`config.mk`:
```
export PLATFORM = sky130hd
export DESIGN_NAME = button_debounce_long_press_repeat
export DESIGN_NICKNAME = d
export VERILOG_FILES = /design/src/design/bdlp_pkg.sv /design/src/design/button_debounce_long_press_repeat.sv
export SDC_FILE = /design/constraint.sdc
export NUM_CORES = 1
export LEC_CHECK = 0
export ABC_CLOCK_PERIOD_IN_PS = 3300
export BUFFER_PORTS_ARGS = -buffer_cell sky130_fd_sc_hd__buf_2
export CAP_MARGIN = 20
export CORE_MARGIN = 1
export CORE_UTILIZATION = 62
export DETAILED_ROUTE_END_ITERATION = 7
export PLACE_DENSITY = 0.87
export SYNTH_ARGS = -nofsm -noshare
export SYNTH_HDL_FRONTEND = slang
export SYNTH_SLANG_ARGS = --single-unit
```
`constraint.sdc`:
```
create_clock -name clk -period 3.3 [get_ports clk]
set_clock_uncertainty 0.15 [all_clocks]
set_input_delay 0.495 -clock clk [delete_from_list [all_inputs] [get_ports clk]]
set_output_delay 0.495 -clock clk [all_outputs]
set_load 0.005 [all_outputs]
```
`src/design/bdlp_pkg.sv`:
```
// ----------------------------------------------------------------------------
// bdlp_pkg
// Shared types and constants for the button debouncer with long press and
// auto-repeat: field widths, register indexes, reset values, result layout.
// ----------------------------------------------------------------------------
package bdlp_pkg;

    // Field and register widths
    localparam int TIME_W    = 32;
    localparam int DELAY_W   = 16;
    localparam int CFG_IDX_W = 2;

    // Stream data widths, padded to whole bytes, and the result width
    localparam int IN_DATA_W  = 40;
    localparam int OUT_DATA_W = 8;
    localparam int RES_W      = 5;

    // Configuration register indexes
    localparam logic [CFG_IDX_W-1:0] CFG_DEBOUNCE_DELAY   = 2'd0;
    localparam logic [CFG_IDX_W-1:0] CFG_LONG_PRESS_DELAY = 2'd1;
    localparam logic [CFG_IDX_W-1:0] CFG_REPEAT_INTERVAL  = 2'd2;

    // Register values after reset
    localparam logic [DELAY_W-1:0] DEBOUNCE_DELAY_RST   = 16'd50;
    localparam logic [DELAY_W-1:0] LONG_PRESS_DELAY_RST = 16'd1000;
    localparam logic [DELAY_W-1:0] REPEAT_INTERVAL_RST  = 16'd300;

    // Deadline value that means disarmed
    localparam logic [TIME_W-1:0] DISARMED = '0;

    // Event flags of one poll, key_down in the lowest bit
    typedef struct packed {
        logic long_press;
        logic auto_repeat;
        logic up_after_long;
        logic key_up;
        logic key_down;
    } result_t;

endpackage

```
`src/design/button_debounce_long_press_repeat.sv`:
```
// An accepted poll request is captured in the input register, evaluated by one
// pass of compare/add logic and held in the output register until taken.
// Throughput: one poll per cycle, sustained while m_axis_tready stays high.
// Reset (rst_n low, asynchronous): delays return to 50/1000/300 ms, the key
// reads released, all deadlines are disarmed and both stages are emptied.
// ----------------------------------------------------------------------------
// button_debounce_long_press_repeat
// Polled push-button debouncer reporting key-down, key-up, long-press and
// auto-repeat events, one result per poll request.
// ----------------------------------------------------------------------------
module button_debounce_long_press_repeat
(
    input  logic                              clk,
    input  logic                              rst_n,

    // Configuration write port
    input  logic                              cfg_we,
    input  logic [bdlp_pkg::CFG_IDX_W-1:0]    cfg_index,
    input  logic [bdlp_pkg::DELAY_W-1:0]      cfg_data,

    // Poll requests
    input  logic                              s_axis_tvalid,
    output logic                              s_axis_tready,
    // [31:0] now_ms, [32] pin_level, [39:33] zero
    input  logic [bdlp_pkg::IN_DATA_W-1:0]    s_axis_tdata,

    // Poll results
    output logic                              m_axis_tvalid,
    input  logic                              m_axis_tready,
    // [0] key_down, [1] key_up, [2] up_after_long, [3] auto_repeat,
    // [4] long_press, [7:5] zero
    output logic [bdlp_pkg::OUT_DATA_W-1:0]   m_axis_tdata
);

    localparam int TW = bdlp_pkg::TIME_W;
    localparam int DW = bdlp_pkg::DELAY_W;

    // Configuration registers
    logic [DW-1:0] debounce_delay_reg;
    logic [DW-1:0] long_press_delay_reg;
    logic [DW-1:0] repeat_interval_reg;

    // Key state
    logic          accepted_pressed_reg, accepted_pressed_next;
    logic [TW-1:0] debounce_deadline_reg, debounce_deadline_next;
    logic [TW-1:0] long_deadline_reg, long_deadline_next;
    logic [TW-1:0] repeat_deadline_reg, repeat_deadline_next;

    // Pipeline registers
    logic              in_valid_reg;
    logic [TW-1:0]     in_now_reg;
    logic              in_level_reg;
    logic              out_valid_reg;
    bdlp_pkg::result_t out_res_reg;
    bdlp_pkg::result_t res_next;

    logic advance;
    logic load_out;
    logic pressed;

    // Handshake: the output register frees when empty or taken
    assign advance       = !out_valid_reg || m_axis_tready;
    assign load_out      = in_valid_reg && advance;
    assign s_axis_tready = !in_valid_reg || advance;
    assign m_axis_tvalid = out_valid_reg;
    assign m_axis_tdata  = {{(bdlp_pkg::OUT_DATA_W - bdlp_pkg::RES_W){1'b0}}, out_res_reg};

    // Write configuration registers
    always_ff @(posedge clk or negedge rst_n)
    begin
        if (!rst_n)
        begin
            debounce_delay_reg   <= bdlp_pkg::DEBOUNCE_DELAY_RST;
            long_press_delay_reg <= bdlp_pkg::LONG_PRESS_DELAY_RST;
            repeat_interval_reg  <= bdlp_pkg::REPEAT_INTERVAL_RST;
        end
        else if (cfg_we)
        begin
            unique case (cfg_index)
                bdlp_pkg::CFG_DEBOUNCE_DELAY:   debounce_delay_reg   <= cfg_data;
                bdlp_pkg::CFG_LONG_PRESS_DELAY: long_press_delay_reg <= cfg_data;
                bdlp_pkg::CFG_REPEAT_INTERVAL:  repeat_interval_reg  <= cfg_data;
                default: ;
            endcase
        end
    end

    // Capture the poll request
    always_ff @(posedge clk or negedge rst_n)
    begin
        if (!rst_n)
        begin
            in_valid_reg <= 1'b0;
        end
        else if (s_axis_tready)
        begin
            in_valid_reg <= s_axis_tvalid;
        end
    end

    always_ff @(posedge clk)
    begin
        if (s_axis_tready && s_axis_tvalid)
        begin
            in_now_reg   <= s_axis_tdata[TW-1:0];
            in_level_reg <= s_axis_tdata[TW];
        end
    end

    // Evaluate one poll against the key state
    assign pressed = !in_level_reg;

    always_comb
    begin
        accepted_pressed_next  = accepted_pressed_reg;
        debounce_deadline_next = debounce_deadline_reg;
        long_deadline_next     = long_deadline_reg;
        repeat_deadline_next   = repeat_deadline_reg;
        res_next               = '0;

        if (in_now_reg >= debounce_deadline_reg)
        begin
            if (pressed == accepted_pressed_reg)
            begin
                // Held: fire repeat and long press when due
                if (pressed)
                begin
                    if ((repeat_deadline_reg != bdlp_pkg::DISARMED) &&
                        (in_now_reg >= repeat_deadline_reg))
                    begin
                        repeat_deadline_next = in_now_reg + {{(TW-DW){1'b0}}, repeat_interval_reg};
                        res_next.auto_repeat = 1'b1;
                    end
                    if ((long_deadline_reg != bdlp_pkg::DISARMED) &&
                        (in_now_reg >= long_deadline_reg))
                    begin
                        long_deadline_next  = bdlp_pkg::DISARMED;
                        res_next.long_press = 1'b1;
                    end
                end
            end
            else if (debounce_deadline_reg == bdlp_pkg::DISARMED)
            begin
                // Level changed: arm the debounce deadline
                debounce_deadline_next = in_now_reg + {{(TW-DW){1'b0}}, debounce_delay_reg};
            end
            else if (pressed)
            begin
                // Accept the press
                long_deadline_next     = in_now_reg + {{(TW-DW){1'b0}}, long_press_delay_reg};
                repeat_deadline_next   = in_now_reg + {{(TW-DW){1'b0}}, repeat_interval_reg};
                debounce_deadline_next = bdlp_pkg::DISARMED;
                accepted_pressed_next  = 1'b1;
                res_next.key_down      = 1'b1;
            end
            else
            begin
                // Accept the release
                res_next.up_after_long = (long_deadline_reg == bdlp_pkg::DISARMED);
                repeat_deadline_next   = bdlp_pkg::DISARMED;
                long_deadline_next     = bdlp_pkg::DISARMED;
                debounce_deadline_next = bdlp_pkg::DISARMED;
                accepted_pressed_next  = 1'b0;
                res_next.key_up        = 1'b1;
            end
        end
    end

    // Advance key state as the result moves into the output register
    always_ff @(posedge clk or negedge rst_n)
    begin
        if (!rst_n)
        begin
            accepted_pressed_reg  <= 1'b0;
            debounce_deadline_reg <= bdlp_pkg::DISARMED;
            long_deadline_reg     <= bdlp_pkg::DISARMED;
            repeat_deadline_reg   <= bdlp_pkg::DISARMED;
        end
        else if (load_out)
        begin
            accepted_pressed_reg  <= accepted_pressed_next;
            debounce_deadline_reg <= debounce_deadline_next;
            long_deadline_reg     <= long_deadline_next;
            repeat_deadline_reg   <= repeat_deadline_next;
        end
    end

    // Hold the result until it is taken
    always_ff @(posedge clk or negedge rst_n)
    begin
        if (!rst_n)
        begin
            out_valid_reg <= 1'b0;
        end
        else if (advance)
        begin
            out_valid_reg <= in_valid_reg;
        end
    end

    always_ff @(posedge clk)
    begin
        if (load_out)
        begin
            out_res_reg <= res_next;
        end
    end

`ifndef NO_ASSERTIONS
    // Press and release are never reported by the same poll
    a_no_down_and_up: assert property (@(posedge clk) disable iff (!rst_n)
        out_valid_reg |-> !(out_res_reg.key_down && out_res_reg.key_up))
        else $error("key_down and key_up in one result");

    // The long-press flag on release only rides with key_up
    a_after_long_with_up: assert property (@(posedge clk) disable iff (!rst_n)
        out_valid_reg && out_res_reg.up_after_long |-> out_res_reg.key_up)
        else $error("up_after_long without key_up");

    // Held events only come while the key stays accepted as pressed
    a_held_events_pressed: assert property (@(posedge clk) disable iff (!rst_n)
        out_valid_reg && (out_res_reg.long_press || out_res_reg.auto_repeat)
        |-> accepted_pressed_reg)
        else $error("held event while released");

    // An accepted change disarms the debounce deadline
    a_accept_disarms: assert property (@(posedge clk) disable iff (!rst_n)
        load_out && (res_next.key_down || res_next.key_up)
        |=> debounce_deadline_reg == bdlp_pkg::DISARMED)
        else $error("debounce deadline left armed after accept");

    // State moves only when a result is loaded
    a_state_holds: assert property (@(posedge clk) disable iff (!rst_n)
        !load_out |=> $stable(accepted_pressed_reg) && $stable(long_deadline_reg))
        else $error("key state changed without a poll");
`endif

endmodule

```
Yosys cells after proc, flatten, opt, wreduce, memory -nomap -nowiden
Cells that the tools add are included.
- add/subtract/negate cells: 3
- magnitude comparators: 3
- equality and inequality tests: 7
- multiplexer cells: 15
- bitwise operators: 4
- reduce and logical (&&, ||, !) cells: 24
- operators by type and width (operator ; count):
    $mux 32 ; 11
    $add 32x16->32 ; 3
    $ge 32x32->1 ; 3
    $logic_not 32->1 ; 2
    $reduce_bool 32->1 ; 2
    $reduce_and 5->1 ; 2
    $reduce_and 2->1 ; 3
    $reduce_or 3->1 ; 2
    $logic_and 1x1->1 ; 4
    $mux 1 ; 4
    $ne 2x1->1 const B ; 2
    $ne 2x2->1 const B ; 2
    $not 1->1 ; 4
    $reduce_and 4->1 ; 1
    $reduce_or 4->1 ; 1
    $logic_not 1->1 ; 3
    $reduce_and 3->1 ; 1
    $eq 2x1->1 const B ; 1
    $eq 2x2->1 const B ; 1
    $logic_not 2->1 ; 1
    $logic_or 1x1->1 ; 2
    $eq 1x1->1 ; 1
- register bits after elaboration: 185
- input bits: 63
- output and inout bits: 10
- logic and storage cells: 72

Logic depth before layout (Yosys ltp)
- word-level depth: 5
- mapped depth: 12
- gate-level depth less buffers: 10

Least setup slack after synthesis
OpenSTA, ideal clock, no wires.
- path kind: reg-to-reg
- from: register in_now_reg[0]
- to: register long_deadline_reg[16]
- library setup time: 0.125 ns
- data arrival time: 2.693 ns
- data required time: 3.025 ns
- slack: 0.332 ns
- stages on the path, launching flop included: 11
- path buffers: 0
- clock period less this slack: 2.968 ns
- path through: edfxtp_1 ha_1 fa_1 a211oi_1 nor2_1 o311ai_1 a21oi_1 o21ai_2 nand3_1 nor3b_1 mux2_2
- word-level cells in the longest chain between the ends: 4
- elaborated cells on any way between the ends: 9
- those cells by class: add/sub: 1; order compare: 2; eq/ne: 1; mux: 3; reduce/logical: 2
- ends and longest elaborated chain (item ; line ; text):
    from (decl) ; button_debounce_long_press_repeat.sv:51 ; logic [TW-1:0] in_now_reg;
    from (signal assigned) ; button_debounce_long_press_repeat.sv:105 ; in_now_reg <= s_axis_tdata[TW-1:0];
    $ge 32x32->1 or $add 32x16->32 (tied branches) ; button_debounce_long_press_repeat.sv:135, button_debounce_long_press_repeat.sv:150 ;
    $logic_and 1x1->1 or $mux 32 (tied branches) ; button_debounce_long_press_repeat.sv:134, button_debounce_long_press_repeat.sv:147 ;
    $ne 2x1->1 (no line) or $mux 32 (tied branches) ; - ;
    $reduce_and 5->1 (no line) or $mux 32 (tied branches) ; - ;
    to (signal assigned) ; button_debounce_long_press_repeat.sv:176 ; long_deadline_reg <= bdlp_pkg::DISARMED;
    to (signal assigned) ; button_debounce_long_press_repeat.sv:183 ; long_deadline_reg <= long_deadline_next;
    to (decl) ; button_debounce_long_press_repeat.sv:46 ; logic [TW-1:0] long_deadline_reg, long_deadline_next;
Several ways; a longest one is shown, not always the timed one. The select of a mux whose other input is x is not followed.
A chain may end at the register's enable or synchronous reset.

Worst setup path in the final report
- from: register in_now_reg[0]
- to: register debounce_deadline_reg[30]
- word-level cells in the longest chain between the ends: 2
- elaborated cells on any way between the ends: 4
- those cells by class: add/sub: 1; order compare: 1; mux: 1; reduce/logical: 1
- ends and longest elaborated chain (item ; line ; text):
    $add 32x16->32 or $ge 32x32->1 (tied branches) ; button_debounce_long_press_repeat.sv:145, button_debounce_long_press_repeat.sv:121 ;
    $mux 32 or $reduce_and 3->1 (tied branches) ; - ;
    to (signal assigned) ; button_debounce_long_press_repeat.sv:175 ; debounce_deadline_reg <= bdlp_pkg::DISARMED;
    to (signal assigned) ; button_debounce_long_press_repeat.sv:182 ; debounce_deadline_reg <= debounce_deadline_next;
    to (decl) ; button_debounce_long_press_repeat.sv:45 ; logic [TW-1:0] debounce_deadline_reg, debounce_deadline_next;
Several ways; a longest one is shown, not always the timed one.

==> results summary <==
The post-route total power is a little under 10 mW. The number of endpoints failing setup at the final stage came out at 0. For this run, the number of standard cells in the final layout without fillers is about 1600. The mean cell area of the mapped netlist is between 10 and 15 sq um.

The maximum fanout along the worst path is 8. Of all flip-flops after synthesis, the portion carrying an async set or reset was roughly four fifths. The internal power of the cells totals about 5.8 mW.

The arrival time reported for the critical path endpoint is 3.48 ns. Max-cap violations in this run came to 0. By area the synthesized netlist is led by dfrtp_1 27%, ha_1 15%, edfxtp_1 9.3%, mux2_2 4.7%, xnor2_1 3.8%.

The fraction of synthesized cell area taken by the top area cell type came out at between 20% and 30%. The pin count of the biggest net entering global routing is between 60 and 70. In the global route stage, overall resource usage came out at a little over a third. The data required time of the critical path is 3.51 ns. The sequential standard cell area is between 4000 and 5000 sq um. The number of placement rows came out at 51. The average via count per standard cell came out at 6.40. The final critical-path setup slack came out at approximately 0.023 ns. The post-placement setup slack came out at -0.236 ns. The number of antenna cells inserted is 0. Setup repair after global routing could not meet its margin everywhere. The number of ports placed on the die boundary came out at between 70 and 80.

The worst hold path begins at s_axis_tdata[4]. Counting the fill cells in the layout gives 1336. The maximum clock rate is 305 MHz.

The via count of the first global-routing pass was roughly 10000. The power density over the cells is just under 700 nW/um^2. The initial antenna violation count was 0. The power share of the combinational group came out at a little over two fifths. The proportion of layout cells with a drive suffix above 1 came out at 20.1%. Counting every sink on the clock net gives ~190. In this run the cell area of the synthesized design comes to around 12000 sq um. The library cell used most frequently in the layout, excluding fill and tap cells, is ha_1. The total routed wirelength came out at between 30 and 40 mm. For this configuration, the core starts out at a cell density of between 60% and 70%. The maximum buffer depth of the clock tree came out at 2.

The switching portion of total power came out at between 40% and 50%. The DRC violation count after routing is 0. The aggregate global routing overflow came out at 0. Synthesis inferred about 190 register bits. The number of clock buffers inserted by TritonCTS is 17. The worst register-to-register path begins at in_now_reg[0]$_DFFE_PP_. The clock transition time at the flip-flop clock pins of the worst setup and hold paths came out at around 0.09 ns.

The clock tree from TritonCTS is yes. The remaining antenna violation count after routing is 0. The floorplan step defined a die boundary enclosing a little over 20000 sq um. The total number of yosys warnings is 0. Measured along the y axis, the die boundary spans roughly 140 um. The first-pass iteration count of the detailed router came out at 5.

The detailed-route via count came out at slightly above 10000. STA classifies the critical path startpoint as a flip-flop. The final count of hold timing violations is 0. The sequential share of power is 35.3%. STA classifies the critical path endpoint as a flip-flop. The average wire per standard cell came out at between 20 and 25 um. The number of enable flip-flop cells after synthesis is 38. The worst-case IR drop observed on VDD is roughly 0.41 mV. The flow ran to the end, and the final reports show no timing, DRC or antenna violations. The total placed cells including tap cells is about 1600. The area of combinational cells with multiple inputs came out at approximately 6900 sq um. Measured along the x axis, the die boundary spans ~140 um. The post-synthesis instance total came out at 1209.

The final hold slack came out at between 0.05 and 0.06 ns. The portion of the post-synthesis area used by sequential elements is 39.4%. The routability congestion estimate from global placement is roughly 1. Detailed placement finished with a half-perimeter wire length of roughly 25 mm. Summed over all nets, the switching power comes to between 3 and 4 mW. The commonest register cell after synthesis is dfrtp_1. The share of total power in the clock network is a little over a fifth. The first global-routing pass estimated roughly 54 mm of wire. The setup path with the least slack is of type reg2reg. The area growth from synthesis to layout came out at 14.7%. The critical path starts at in_now_reg[0]$_DFFE_PP_.

The post-layout net count is 1542. Summed over all cells, the static leakage comes to slightly above 6 nW. The buffer type at the clock tree root is clkbuf_16.

The number of port buffers came out at 62. The number of max-slew violations in the final report is 0. In this run the standard cell core region covers about 20000 sq um.

After layout, the minimum clock period comes to between 3 and 4 ns. The number of unique standard cell types used by synthesis is 75. The post-synthesis cell type with the largest combined area is dfrtp_1. The clock insertion delay at the later pin of the skew report came out at about 0.46 ns. The number of levels in the clock H-tree came out at 4. The number of DRC violations after detailed-routing iteration 0 is ~980. Dividing the final minimum period by the clock period gives 99.3%.

The transition time at the pin with the least slew margin came out at a little over 1 ns. Leaving out fill and tap cells, the most frequent cells in the layout are 143 x ha_1, 134 x dfrtp_1, 106 x inv_1. The min-delay analysis places its worst path in the category in2reg. The relative slew slack came out at between 30% and 40%.
[worst paths after layout]
check | endpoint | slack (ns) | depth (start not counted)
max | debounce_deadline_reg[30]$_DFFE_PN0P_ | 0.02 | 10
min in group asynchronous | debounce_delay_reg[3]$_DFFE_PN0P_ | 0.46 | 2
max reg2reg | debounce_deadline_reg[30]$_DFFE_PN0P_ | 0.02 | 10
min | in_now_reg[4]$_DFFE_PP_ | 0.05 | 1
max in group asynchronous | debounce_deadline_reg[30]$_DFFE_PN0P_ | 1.67 | 3
min reg2reg | m_axis_tvalid$_DFFE_PN0P_ | 0.34 | 1
[logic make-up (layout without fill, tap and decap cells)]
group,count (synthesis),after routing,share of synthesized area [%]
compound gates,269,269,15.9
xor+xnor,83,83,5.92
fa+ha+maj,148,148,15.3
buf+inv,145,278,4.79
flops,185,185,39.4
mux,64,64,5.74
other cells,1,3,0.0305
simple gates,314,314,13.0
[power by group through the flow]
stage | logic [mW] | clock network (mW) | registers (mW)
floorplan | 2.86 | 0 | 3.29
global placement | 3.78 | 0 | 3.45
detailed placement | 3.98 | 0 | 3.46
CTS | 4.06 | 2.13 | 3.44
global route | 4.62 | 2.21 | 3.51
finish | 4.22 | 2.12 | 3.46
[synth_stat cells, drive strengths merged, types with 3 or more instances]
master / n
nor3b: 5
or3: 7
a21oi: 57
and2: 7
clkbuf: 19
nand2b: 14
a221oi: 3
dfrtp: 134
a32o: 3
nand2: 91
o41ai: 4
inv: 107
buf: 18
o31ai: 22
nand3b: 6
a21o: 22
and3: 8
ha: 145
mux2i: 13
dfstp: 13
o2bb2ai: 45
a31oi: 8
nor3: 17
nor2b: 8
or2: 5
a2111oi: 8
nor4: 34
o21ai: 46
a211oi: 15
o21a: 7
fa: 3
nand3: 25
a31o: 3
xnor2: 53
nand4: 30
o21bai: 4
and4: 3
mux2: 51
a211o: 5
nor2: 54
edfxtp: 38
xor2: 30
[worst max-delay path, cell delays in order (launching register included)]
cell and delay, ns:
edfxtp_1 0.48, ha_2 0.25, fa_1 0.41, a21o_1 0.23, a41oi_2 0.29, a31o_2 0.24, a21oi_1 0.10, a221o_2 0.45
nor3b_1 0.19, xnor2_1 0.16, o31ai_1 0.21
[layout make-up]
cell class / count / share of cell area [%]
multi-input combinational: 881 / 49.3
sequential: 185 / 34.3
clock inverter: 15 / 1.39
tap: 265 / 2.35
clock buffer: 17 / 3.02
timing repair buffer: 138 / 6.72
inverter: 108 / 2.88
[what timing repair did]
| action | 4_1_cts | 5_1_grt |
|---|---|---|
| endpoints found under the hold margin | 53 | 0 |
| hold buffers | 1 | 0 |
| gates resized for setup | 3 | 16 |
| endpoints found under the setup margin | 36 | 83 |
| pin swaps | 0 | 5 |
| buffers inserted | 0 | 7 |
[stage by stage]
step | area [sq um] | utilization [%] | TNS (ns)
floorplan | 12300 | - | 0
global placement | 13300 | 68.4 | -2.89
detailed placement | 13300 | 68.4 | -6.42
CTS | 14000 | 71.7 | 0
global route | 14100 | 72.4 | -0.127
finish | 14100 | 72.4 | 0
[per-layer routing]
layer | part of all wire, % | vias up | global-route usage (%)
li1 | - | 4685 | -
met1 | 39 | 5029 | 40.7
met2 | 49 | 450 | 59.9
met3 | 6.3 | 129 | 6.00
met4 | 5.5 | 0 | 21.7
met5 | 0 | - | 0
(Power assumes the default switching activity.)
